## src/rtl/tlr_pkg.sv

```systemverilog
// tlr_pkg: shared types and constants for the thick line rasterizer
`timescale 1ns / 1ps
package tlr_pkg;

    localparam logic [12:0] MAX_DIM = 13'd4096;

    localparam logic CMD_START = 1'b0;
    localparam logic CMD_STEP  = 1'b1;

    localparam logic [1:0] REG_IMG_WIDTH      = 2'd0;
    localparam logic [1:0] REG_IMG_HEIGHT     = 2'd1;
    localparam logic [1:0] REG_LINE_THICKNESS = 2'd2;

    typedef struct packed {
        logic               cmd;
        logic signed [15:0] start_x;
        logic signed [15:0] start_y;
        logic signed [15:0] end_x;
        logic signed [15:0] end_y;
        logic [7:0]         red_in;
        logic [7:0]         green_in;
        logic [7:0]         blue_in;
    } tlr_in_t;

    typedef struct packed {
        logic [11:0] pixel_x;
        logic [11:0] pixel_y;
        logic [7:0]  red_out;
        logic [7:0]  green_out;
        logic [7:0]  blue_out;
        logic        write_enable;
        logic        last;
    } tlr_out_t;

endpackage

```

## src/rtl/tlr_skid.sv

```systemverilog
// tlr_skid: two-entry output buffer that decouples result stall from input stall
`timescale 1ns / 1ps
module tlr_skid
(
    input  logic              clk,
    input  logic              rst_n,
    input  logic              up_valid,
    output logic              up_stall,
    input  tlr_pkg::tlr_out_t up_data,
    output logic              dn_valid,
    input  logic              dn_stall,
    output tlr_pkg::tlr_out_t dn_data
);

    logic              main_valid_reg;
    logic              main_valid_next;
    tlr_pkg::tlr_out_t main_reg;
    tlr_pkg::tlr_out_t main_next;
    logic              skid_valid_reg;
    logic              skid_valid_next;
    tlr_pkg::tlr_out_t skid_reg;
    tlr_pkg::tlr_out_t skid_next;
    logic              push;
    logic              pop;

    assign up_stall = skid_valid_reg;
    assign dn_valid = main_valid_reg;
    assign dn_data  = main_reg;

    assign push = up_valid && !skid_valid_reg;
    assign pop  = main_valid_reg && !dn_stall;

    always_comb
    begin
        main_valid_next = main_valid_reg;
        main_next       = main_reg;
        skid_valid_next = skid_valid_reg;
        skid_next       = skid_reg;
        if (pop)
        begin
            if (skid_valid_reg)
            begin
                main_next       = skid_reg;
                main_valid_next = 1'b1;
                skid_valid_next = 1'b0;
            end
            else if (push)
            begin
                main_next       = up_data;
                main_valid_next = 1'b1;
            end
            else
            begin
                main_valid_next = 1'b0;
            end
        end
        else if (push)
        begin
            if (!main_valid_reg)
            begin
                main_next       = up_data;
                main_valid_next = 1'b1;
            end
            else
            begin
                // output is held, park the request in the skid slot
                skid_next       = up_data;
                skid_valid_next = 1'b1;
            end
        end
    end

    always_ff @(posedge clk or negedge rst_n)
    begin
        if (!rst_n)
        begin
            main_valid_reg <= 1'b0;
            skid_valid_reg <= 1'b0;
        end
        else
        begin
            main_valid_reg <= main_valid_next;
            skid_valid_reg <= skid_valid_next;
        end
    end

    always_ff @(posedge clk)
    begin
        main_reg <= main_next;
        skid_reg <= skid_next;
    end

    a_skid_needs_main: assert property (@(posedge clk) disable iff (!rst_n)
        skid_valid_reg |-> main_valid_reg)
        else $error("skid slot full while main slot empty");

    a_skid_fills_on_hold: assert property (@(posedge clk) disable iff (!rst_n)
        $rose(skid_valid_reg) |-> $past(main_valid_reg && dn_stall))
        else $error("skid slot filled while output was free");

    a_main_holds: assert property (@(posedge clk) disable iff (!rst_n)
        (main_valid_reg && dn_stall) |=> (main_valid_reg && main_reg == $past(main_reg)))
        else $error("held result changed");

endmodule

```

## src/rtl/thick_line_rasterizer.sv

```systemverilog
// thick_line_rasterizer: bresenham line walk stamped with a disc brush
// a step request's result is registered in the output buffer and offered from its main slot
// throughput: one request per cycle, start or step, while the input is not stalled; a start request yields no result
// the walk state and disc compare sit between the state registers and the result register
// input stalls only while both result slots of the output buffer are occupied
// reset: line idle, config at 1024 x 1024 with thickness 1, output buffer empty
`timescale 1ns / 1ps
module thick_line_rasterizer
(
    input  logic              clk,
    input  logic              rst_n,
    input  logic              item_valid,
    output logic              item_stall,
    input  tlr_pkg::tlr_in_t  item,
    output logic              pix_valid,
    input  logic              pix_stall,
    output tlr_pkg::tlr_out_t pix,
    input  logic              cfg_valid,
    output logic              cfg_ready,
    input  logic [1:0]        cfg_index,
    input  logic [12:0]       cfg_data
);

    // configuration
    logic [12:0] img_width_reg;
    logic [12:0] img_height_reg;
    logic [5:0]  thickness_reg;

    // walk state
    logic               active_reg;
    logic               active_next;
    logic signed [16:0] cur_x_reg;
    logic signed [16:0] cur_x_next;
    logic signed [16:0] cur_y_reg;
    logic signed [16:0] cur_y_next;
    logic signed [15:0] target_x_reg;
    logic signed [15:0] target_x_next;
    logic signed [15:0] target_y_reg;
    logic signed [15:0] target_y_next;
    logic [16:0]        abs_dx_reg;
    logic [16:0]        abs_dx_next;
    logic signed [17:0] neg_abs_dy_reg;
    logic signed [17:0] neg_abs_dy_next;
    logic [1:0]         step_dirs_reg;
    logic [1:0]         step_dirs_next;
    logic signed [18:0] bres_err_reg;
    logic signed [18:0] bres_err_next;
    logic signed [6:0]  stamp_ox_reg;
    logic signed [6:0]  stamp_ox_next;
    logic signed [6:0]  stamp_oy_reg;
    logic signed [6:0]  stamp_oy_next;
    logic [23:0]        colour_reg;
    logic [23:0]        colour_next;

    logic accept;
    logic res_valid;
    tlr_pkg::tlr_out_t res;

    // start-time setup
    logic signed [16:0] sx;
    logic signed [16:0] sy;
    logic signed [16:0] ex;
    logic signed [16:0] ey;
    logic signed [16:0] diff_x;
    logic signed [16:0] diff_y;
    logic [16:0]        mag_x;
    logic [16:0]        mag_y;

    // per-step evaluation
    logic [4:0]         radius;
    logic signed [6:0]  radius_s;
    logic [6:0]         mag_ox;
    logic [6:0]         mag_oy;
    logic [13:0]        sq_ox;
    logic [13:0]        sq_oy;
    logic [14:0]        sq_sum;
    logic [9:0]         sq_r;
    logic signed [17:0] px;
    logic signed [17:0] py;
    logic [12:0]        w_clip;
    logic [12:0]        h_clip;
    logic               in_disc;
    logic               in_image;
    logic               row_end;
    logic               end_pt;
    logic               last;
    logic signed [19:0] e2;
    logic signed [19:0] err_sum;
    logic               step_x;
    logic               step_y;

    assign cfg_ready  = 1'b1;
    assign accept     = item_valid && !item_stall;

    always_ff @(posedge clk or negedge rst_n)
    begin
        if (!rst_n)
        begin
            img_width_reg  <= 13'd1024;
            img_height_reg <= 13'd1024;
            thickness_reg  <= 6'd1;
        end
        else if (cfg_valid)
        begin
            unique case (cfg_index)
                tlr_pkg::REG_IMG_WIDTH:      img_width_reg  <= cfg_data;
                tlr_pkg::REG_IMG_HEIGHT:     img_height_reg <= cfg_data;
                tlr_pkg::REG_LINE_THICKNESS: thickness_reg  <= cfg_data[5:0];
                default: ;
            endcase
        end
    end

    // start request setup
    always_comb
    begin
        sx     = 17'(item.start_x);
        sy     = 17'(item.start_y);
        ex     = 17'(item.end_x);
        ey     = 17'(item.end_y);
        diff_x = ex - sx;
        diff_y = ey - sy;
        mag_x  = diff_x[16] ? 17'(-diff_x) : 17'(diff_x);
        mag_y  = diff_y[16] ? 17'(-diff_y) : 17'(diff_y);
    end

    // disc test, clipping and end detection for the current candidate
    always_comb
    begin
        radius   = thickness_reg[5:1];
        radius_s = $signed({2'b00, radius});
        mag_ox   = stamp_ox_reg[6] ? 7'(-stamp_ox_reg) : 7'(stamp_ox_reg);
        mag_oy   = stamp_oy_reg[6] ? 7'(-stamp_oy_reg) : 7'(stamp_oy_reg);
        sq_ox    = 14'(mag_ox * mag_ox);
        sq_oy    = 14'(mag_oy * mag_oy);
        sq_sum   = {1'b0, sq_ox} + {1'b0, sq_oy};
        sq_r     = 10'(radius * radius);
        in_disc  = sq_sum <= {5'd0, sq_r};

        w_clip   = (img_width_reg  > tlr_pkg::MAX_DIM) ? tlr_pkg::MAX_DIM : img_width_reg;
        h_clip   = (img_height_reg > tlr_pkg::MAX_DIM) ? tlr_pkg::MAX_DIM : img_height_reg;
        px       = 18'(cur_x_reg) + 18'(stamp_ox_reg);
        py       = 18'(cur_y_reg) + 18'(stamp_oy_reg);
        in_image = !px[17] && (px[16:0] < {4'd0, w_clip})
                && !py[17] && (py[16:0] < {4'd0, h_clip});

        row_end  = stamp_ox_reg >= radius_s;
        end_pt   = (cur_x_reg == 17'(target_x_reg)) && (cur_y_reg == 17'(target_y_reg));
        last     = end_pt && row_end && (stamp_oy_reg >= radius_s);

        e2       = {bres_err_reg, 1'b0};
        step_x   = e2 >= 20'(neg_abs_dy_reg);
        step_y   = e2 <= $signed({3'b000, abs_dx_reg});
        err_sum  = 20'(bres_err_reg)
                 + (step_x ? 20'(neg_abs_dy_reg) : 20'sd0)
                 + (step_y ? $signed({3'b000, abs_dx_reg}) : 20'sd0);
    end

    // next state and result
    always_comb
    begin
        active_next     = active_reg;
        cur_x_next      = cur_x_reg;
        cur_y_next      = cur_y_reg;
        target_x_next   = target_x_reg;
        target_y_next   = target_y_reg;
        abs_dx_next     = abs_dx_reg;
        neg_abs_dy_next = neg_abs_dy_reg;
        step_dirs_next  = step_dirs_reg;
        bres_err_next   = bres_err_reg;
        stamp_ox_next   = stamp_ox_reg;
        stamp_oy_next   = stamp_oy_reg;
        colour_next     = colour_reg;

        res_valid = accept && (item.cmd == tlr_pkg::CMD_STEP);
        res       = '0;

        if (active_reg)
        begin
            if (in_disc && in_image)
            begin
                res.pixel_x      = px[11:0];
                res.pixel_y      = py[11:0];
                res.write_enable = 1'b1;
            end
            res.red_out   = colour_reg[23:16];
            res.green_out = colour_reg[15:8];
            res.blue_out  = colour_reg[7:0];
            res.last      = last;
        end
        else
        begin
            res.last = 1'b1;
        end

        if (accept)
        begin
            if (item.cmd == tlr_pkg::CMD_START)
            begin
                active_next     = 1'b1;
                cur_x_next      = sx;
                cur_y_next      = sy;
                target_x_next   = item.end_x;
                target_y_next   = item.end_y;
                abs_dx_next     = mag_x;
                neg_abs_dy_next = -$signed({1'b0, mag_y});
                step_dirs_next  = {!(sy < ey), !(sx < ex)};
                bres_err_next   = $signed({2'b00, mag_x}) - $signed({2'b00, mag_y});
                stamp_ox_next   = -radius_s;
                stamp_oy_next   = -radius_s;
                colour_next     = {item.red_in, item.green_in, item.blue_in};
            end
            else if (active_reg)
            begin
                if (last)
                begin
                    active_next = 1'b0;
                end
                else if (!row_end)
                begin
                    stamp_ox_next = stamp_ox_reg + 7'sd1;
                end
                else if (stamp_oy_reg < radius_s)
                begin
                    stamp_ox_next = -radius_s;
                    stamp_oy_next = stamp_oy_reg + 7'sd1;
                end
                else
                begin
                    // disc done at this point, advance the line
                    stamp_ox_next = -radius_s;
                    stamp_oy_next = -radius_s;
                    bres_err_next = err_sum[18:0];
                    if (step_x)
                    begin
                        cur_x_next = step_dirs_reg[0] ? cur_x_reg - 17'sd1 : cur_x_reg + 17'sd1;
                    end
                    if (step_y)
                    begin
                        cur_y_next = step_dirs_reg[1] ? cur_y_reg - 17'sd1 : cur_y_reg + 17'sd1;
                    end
                end
            end
        end
    end

    always_ff @(posedge clk or negedge rst_n)
    begin
        if (!rst_n)
        begin
            active_reg     <= 1'b0;
            cur_x_reg      <= '0;
            cur_y_reg      <= '0;
            target_x_reg   <= '0;
            target_y_reg   <= '0;
            abs_dx_reg     <= '0;
            neg_abs_dy_reg <= '0;
            step_dirs_reg  <= '0;
            bres_err_reg   <= '0;
            stamp_ox_reg   <= '0;
            stamp_oy_reg   <= '0;
            colour_reg     <= '0;
        end
        else
        begin
            active_reg     <= active_next;
            cur_x_reg      <= cur_x_next;
            cur_y_reg      <= cur_y_next;
            target_x_reg   <= target_x_next;
            target_y_reg   <= target_y_next;
            abs_dx_reg     <= abs_dx_next;
            neg_abs_dy_reg <= neg_abs_dy_next;
            step_dirs_reg  <= step_dirs_next;
            bres_err_reg   <= bres_err_next;
            stamp_ox_reg   <= stamp_ox_next;
            stamp_oy_reg   <= stamp_oy_next;
            colour_reg     <= colour_next;
        end
    end

    tlr_skid u_skid
    (
        .clk      (clk),
        .rst_n    (rst_n),
        .up_valid (res_valid),
        .up_stall (item_stall),
        .up_data  (res),
        .dn_valid (pix_valid),
        .dn_stall (pix_stall),
        .dn_data  (pix)
    );

    a_start_activates: assert property (@(posedge clk) disable iff (!rst_n)
        (accept && item.cmd == tlr_pkg::CMD_START) |=> active_reg)
        else $error("start request did not activate the line");

    a_last_ends_line: assert property (@(posedge clk) disable iff (!rst_n)
        (accept && item.cmd == tlr_pkg::CMD_STEP && active_reg && last) |=> !active_reg)
        else $error("line still active after its final candidate");

    a_idle_result_is_last: assert property (@(posedge clk) disable iff (!rst_n)
        (res_valid && !active_reg) |-> (res.last && !res.write_enable))
        else $error("idle step result not marked last");

    a_no_write_zero_coords: assert property (@(posedge clk) disable iff (!rst_n)
        (res_valid && !res.write_enable) |-> (res.pixel_x == 12'd0 && res.pixel_y == 12'd0))
        else $error("clipped candidate carries coordinates");

endmodule
```

## config.mk

```make
export PLATFORM = sky130hd
export DESIGN_NAME = thick_line_rasterizer
export DESIGN_NICKNAME = d
export VERILOG_FILES = /design/src/rtl/tlr_pkg.sv /design/src/rtl/tlr_skid.sv /design/src/rtl/thick_line_rasterizer.sv
export SDC_FILE = /design/constraint.sdc
export NUM_CORES = 1
export LEC_CHECK = 0
export BUFFER_PORTS_ARGS = -buffer_cell sky130_fd_sc_hd__buf_4
export CORE_ASPECT_RATIO = 2
export CORE_UTILIZATION = 40
export CTS_BUF_LIST = sky130_fd_sc_hd__clkbuf_2
export CTS_CLUSTER_DIAMETER = 200
export DETAILED_ROUTE_END_ITERATION = 16
export PLACE_DENSITY_LB_ADDON = 0.08
export SYNTH_ARGS = -nofsm -noshare
export SYNTH_HDL_FRONTEND = slang
export SYNTH_HIERARCHICAL = 1
export SYNTH_SLANG_ARGS = --single-unit
```

## constraint.sdc

```tcl
create_clock -name clk -period 11.2 [get_ports clk]
set_clock_uncertainty 0.15 [all_clocks]
set_input_delay 0.56 -clock clk [delete_from_list [all_inputs] [get_ports clk]]
set_output_delay 0.56 -clock clk [all_outputs]
set_load 0.05 [all_outputs]
```

# ---- Word-level counts from Yosys, hierarchy flattened
# Cells that the tools add are included.
dict set report classes {
  n_addsub 20
  mul 3
  magnitude_cmp 12
  eq_ne 11
  muxes 55
  bitwise 2
  n_reduce_logical 33
}
# op count
set op_table {}
lappend op_table {{two-way mux 17 bit} 17}
lappend op_table {{two-way mux 50 bit} 5}
lappend op_table {{two-way mux 19 bit} 6}
lappend op_table {{two-way mux 7 bit} 11}
lappend op_table {{two-way mux 49 bit} 1}
lappend op_table {{adder 17 x 7 -> 18 bit} 2}
lappend op_table {{adder 17 x 2 -> 17 bit, second input constant} 2}
lappend op_table {{equality test 17 x 16 -> 1 bit} 2}
lappend op_table {{less-than comparator 17 x 13 -> 1 bit} 2}
lappend op_table {{negator 17 bit} 2}
lappend op_table {{subtractor 16 x 16 -> 17 bit} 2}
lappend op_table {{subtractor 17 x 2 -> 17 bit, second input constant} 2}
lappend op_table {{less-than comparator 16 bit} 2}
lappend op_table {{multiplier 7 x 7 -> 14 bit} 2}
lappend op_table {{> comparator 13 bit, second input constant} 2}
lappend op_table {{two-way mux 13 bit} 2}
lappend op_table {{two-way mux 24 bit} 1}
lappend op_table {{greater-or-equal comparator 20 x 18 -> 1 bit} 1}
lappend op_table {{less-or-equal comparator 20 x 18 -> 1 bit} 1}
lappend op_table {{adder 19 x 18 -> 19 bit} 1}
lappend op_table {{adder 19 bit} 1}
lappend op_table {{negator 17 -> 18 bit} 1}
lappend op_table {{subtractor 17 x 17 -> 18 bit} 1}
lappend op_table {{adder 14 x 14 -> 15 bit} 1}
lappend op_table {{other kinds (22)} 66}
dict set report totals {
  reg_bits 295
  out_inout_bits 53
  elab_cells 167
}

# ---- Logic depth before layout (Yosys ltp)
dict set report logic_depth {
  word_depth 12
  depth_mapped 35
  ltp_nobuf 33
}

# ---- Hierarchy
# The synthesis kept the hierarchy.
# mod instances cells_each area_per_inst_um2
set modules_own_cells {}
lappend modules_own_cells {thick_line_rasterizer 1 2640 21909.8}
lappend modules_own_cells {tlr_skid 1 168 3767.4}

# ---- Worst setup path before layout
# OpenSTA, ideal clock, no wires.
dict set report synth_timing {
  path_kind {register to register}
  startpoint {register stamp_oy_reg[0]}
  endpoint {register u_skid.main_reg (netlist bit u_skid/dn_data[42]) (data pin)}
  setup_ns 0.129
  arrival_time_ns 8.437
  required_ns 10.921
  path_slack_ns 2.483
  path_stages_with_launch 35
  n_path_buf 2
  cell_sequence {dfrtp_1 -> clkbuf_1 -> inv_1 -> ha_1 -> nand2_1 -> nor4b_1 -> nand2_1 -> xnor2_1 -> ha_1 -> inv_1 -> fa_1 -> inv_1 -> fa_1 -> inv_1 -> fa_1 -> inv_1 -> fa_1 -> inv_1 -> fa_1 -> inv_1 -> ha_1 -> o21ai_0 -> a21oi_1 -> xor2_1 -> ha_1 -> and3_1 -> a221o_1 -> a221oi_2 -> o221ai_1 -> a2111oi_0 -> or4b_1 -> a221o_1 -> buf_6 -> nor3_2 -> mux2_2}
}
# element line
set synth_lines {}
lappend synth_lines {{start, declared} thick_line_rasterizer.sv:50} ;# logic signed [6:0] stamp_oy_reg;
lappend synth_lines {{start signal, assigned} thick_line_rasterizer.sv:276} ;# stamp_oy_reg <= stamp_oy_next;
lappend synth_lines {{end signal, assigned} tlr_skid.sv:89} ;# main_reg <= main_next;
lappend synth_lines {{end, declared} tlr_skid.sv:17} ;# tlr_pkg::tlr_out_t main_reg;

==> results.md <==
* **pin count of the biggest net entering global routing** 92
* **number of max-slew violations in the final report** 0
* **full die area** 65300 um^2
* **number of DRC violations after detailed-routing iteration 0** 1182
* **number of synthesized flops with an enable pin** 100
* **fraction of layout cells with a size suffix above 1** 14.9%
* **Port-buffer cells** 160
* **floorplan die height** 360 um
* **relative slew slack** 21.0%
* **number of buffers created by CTS** 78
* **sequential cell area** 7860 um^2
* **Startpoint Class** flip-flop
* **final critical-path share of the clock period** 88.4%
* **uppermost signal routing layer after detailed routing** met5
* **cell with the largest stage delay on the worst path** sky130_fd_sc_hd__dfrtp_1
* **top cell type's share of synthesized area** 18.7%
* **clock tree from TritonCTS** built
* **area of the core** 63600 um^2
* **Placed Cells incl. Taps** 3702
* **cell family contributing the most delay on the critical path** adder cells
* **leading post-synthesis cells by instance count** 359 x sky130_fd_sc_hd__nand2_1, 279 x sky130_fd_sc_hd__ha_1, 229 x sky130_fd_sc_hd__inv_1
* **largest buffer count on any clock path** 3
* **mapped cell area** 25700 um^2
* **async set-or-reset flop fraction in the synthesized netlist** 66.0%
* **CP Max Fanout** 25
* **number of nets in the final layout** 3616
* **Area growth, synth to finish** 17.4%
* **post-route minimum period** 9.90 ns
* **first-pass iteration count of the detailed router** 8
* **Detail Route met2 WL** 49800 um
* **metal3 WL** 3240 um
* **number of max-capacitance violations reported** 0
* **TritonCTS Sinks** 294
* **Crit Path Class** reg -> reg
* **first-pass GRT wire length** 136000 um
* **GP Congestion** 0.961
* **buffer cell driving the clock tree root** sky130_fd_sc_hd__clkbuf_2
* **placed wire-length estimate after detailed placement** 70100 um
* **outcome** finished, final reports clean
* **number of instances resized during post-cts repair** 0
* **category of the worst setup path capture point** flip-flop
* **mean area per synthesized cell** 9.14 um^2
* **number of global-route vias before repair** 23400
* **leading cell type by number of instances after synthesis** sky130_fd_sc_hd__nand2_1
* **Crit path buffers/inverters** 6
* **total number of vias** 22000
* **slew of the pin with the lowest slew margin** 1.18 ns
* **global-route usage over all layers** 27.8%
* **RSZ-0062 raised after global routing** no
* **portion of the post-synthesis area used by sequential elements** 30.6%
* **Synth Flop Type** sky130_fd_sc_hd__dfrtp_1
* **number of placement rows** 131
* **area of combinational cells with multiple inputs** 16600 um^2
* **Post-Syn Instances** 2808
* **Hold WS** 0.101 ns
* **delay of the slowest cell on the worst path** 0.64 ns
* **number of library cell types mapped by synthesis** 106
* **number of post-CTS setup repair buffers** 0
* **grt ovf** 0
* **count of boundary I/O pins** 162
* **starting density of the core** 40.4%
* **count of endpoints failing hold in the final timing report** 0
* **average vias per placed instance** 5.49
* **antenna violations before repair** 4
* **Filler Cells Inserted** 6270
* **achievable frequency** 101 MHz
* **DRC violations left** 0
* **synthesis warning total** 6
* **H-tree lvl count** 3
* **Min-Delay Path Class** in -> reg
* **Skew-Pair Late Insertion Delay** 1.16 ns
* **die span in x** 181 um
* **arrival time at the worst endpoint** 10.71 ns
* **antenna-violating nets left** 0
* **top area cells in the synthesized netlist** sky130_fd_sc_hd__dfrtp_1 19%, sky130_fd_sc_hd__ha_1 14%, sky130_fd_sc_hd__edfxtp_1 12%
* **Worst-path clk slew** 0.13 ns
* **utilization after layout** 47.4%
* **most used cell along the critical path** sky130_fd_sc_hd__fa_1
* **post-synthesis sequential element count** 294
* **Detailed Route WL** 90200 um
* **final count of negative-setup-slack endpoints** 0
* **wire length per cell after detailed routing** 22.5 um
* **Finished Layout Cells** 4015
* **data required time at the worst endpoint** 12.01 ns
* **setup tns final** 0 ns
* **library cell with the largest summed area after synthesis** sky130_fd_sc_hd__dfrtp_1
* **Metal-1 WL** 29700 um
-- metrics by stage --
step           cell area (um^2)  worst slack, ns
6_report                  30100             1.30
4_1_cts                   30100             1.41
3_5_place_dp              27700             1.42
5_1_grt                   30100            0.813
3_3_place_gp              27700             1.71
2_1_floorplan             25700             2.48
-- cells by family after synthesis --
family	synth area share, %
mux	5.90
flops	30.6
fa+ha+maj	19.6
other cells	0.0292
buf+inv	5.01
simple gates	17.2
xor+xnor	6.74
compound gates	14.9
-- final timing paths --
kind / cells past startpoint / start / endpoint / slack (ns)
worst min-delay path: 4 / item[45] / target_x_reg[5]$_DFFE_PN0P_ / 0.10
max in group asynchronous: 5 / rst_n / thickness_reg[5]$_DFFE_PN0P_ / 8.94
worst max-delay path: 33 / stamp_ox_reg[0]$_DFFE_PN0P_ / u_skid/dn_data[33]$_DFFE_PP_ / 1.30
worst max register to register: 33 / stamp_ox_reg[0]$_DFFE_PN0P_ / u_skid/dn_data[33]$_DFFE_PP_ / 1.30
min in group asynchronous: 4 / rst_n / bres_err_reg[3]$_DFFE_PN0P_ / 0.48
worst min register to register: 2 / colour_reg[18]$_DFFE_PN0P_ / colour_reg[18]$_DFFE_PN0P_ / 0.33
-- final cells by class --
type / instances / share of cell area (%)
timing repair buffer: 350 / 10.2
sequential: 294 / 26.1
clock inverter: 25 / 0.428
clock buffer: 116 / 1.93
tap: 798 / 3.31
antenna: 5 / 0.0415
inverter: 229 / 2.85
multi-input combinational: 2198 / 55.2
-- layout by cell type (no fill, tap or decap), drive strengths merged, types with 20 or more instances in the layout --
cell         instances
nand2              360
ha                 279
inv                232
nor2               193
dfrtp              192
buf                183
a21oi              178
dlygate4sd3        166
xnor2              129
o21ai              122
clkbuf             117
mux2               102
edfxtp             100
fa                  77
xor2                67
a21o                66
nor3                56
and2                54
nand3               48
nand2b              41
nor2b               41
mux2i               35
nand4               31
o21a                27
a31oi               23
clkinv              22
a211oi              20
-- what timing repair did --
item,in CTS,in global routing
endpoints found under the setup margin,0,0
endpoints found under the hold margin,238,0
hold buffers,167,0
-- layer usage --
layer  global-route usage (%)  up-vias
li1                         -    10600
met1                     25.3    10600
met2                     54.3      627
met3                     3.84      253
met4                     21.4        2
met5                        0        -
-- worst min-delay path: cells and delay by family --
kind                   cells  cell delay, ns
buffers and inverters      2            0.65
AND/OR/NAND/NOR            2            0.10
Power is left out: the tool's default activity adds up to more than one toggle a clock period on the data nets, which glitch-free logic cannot reach.
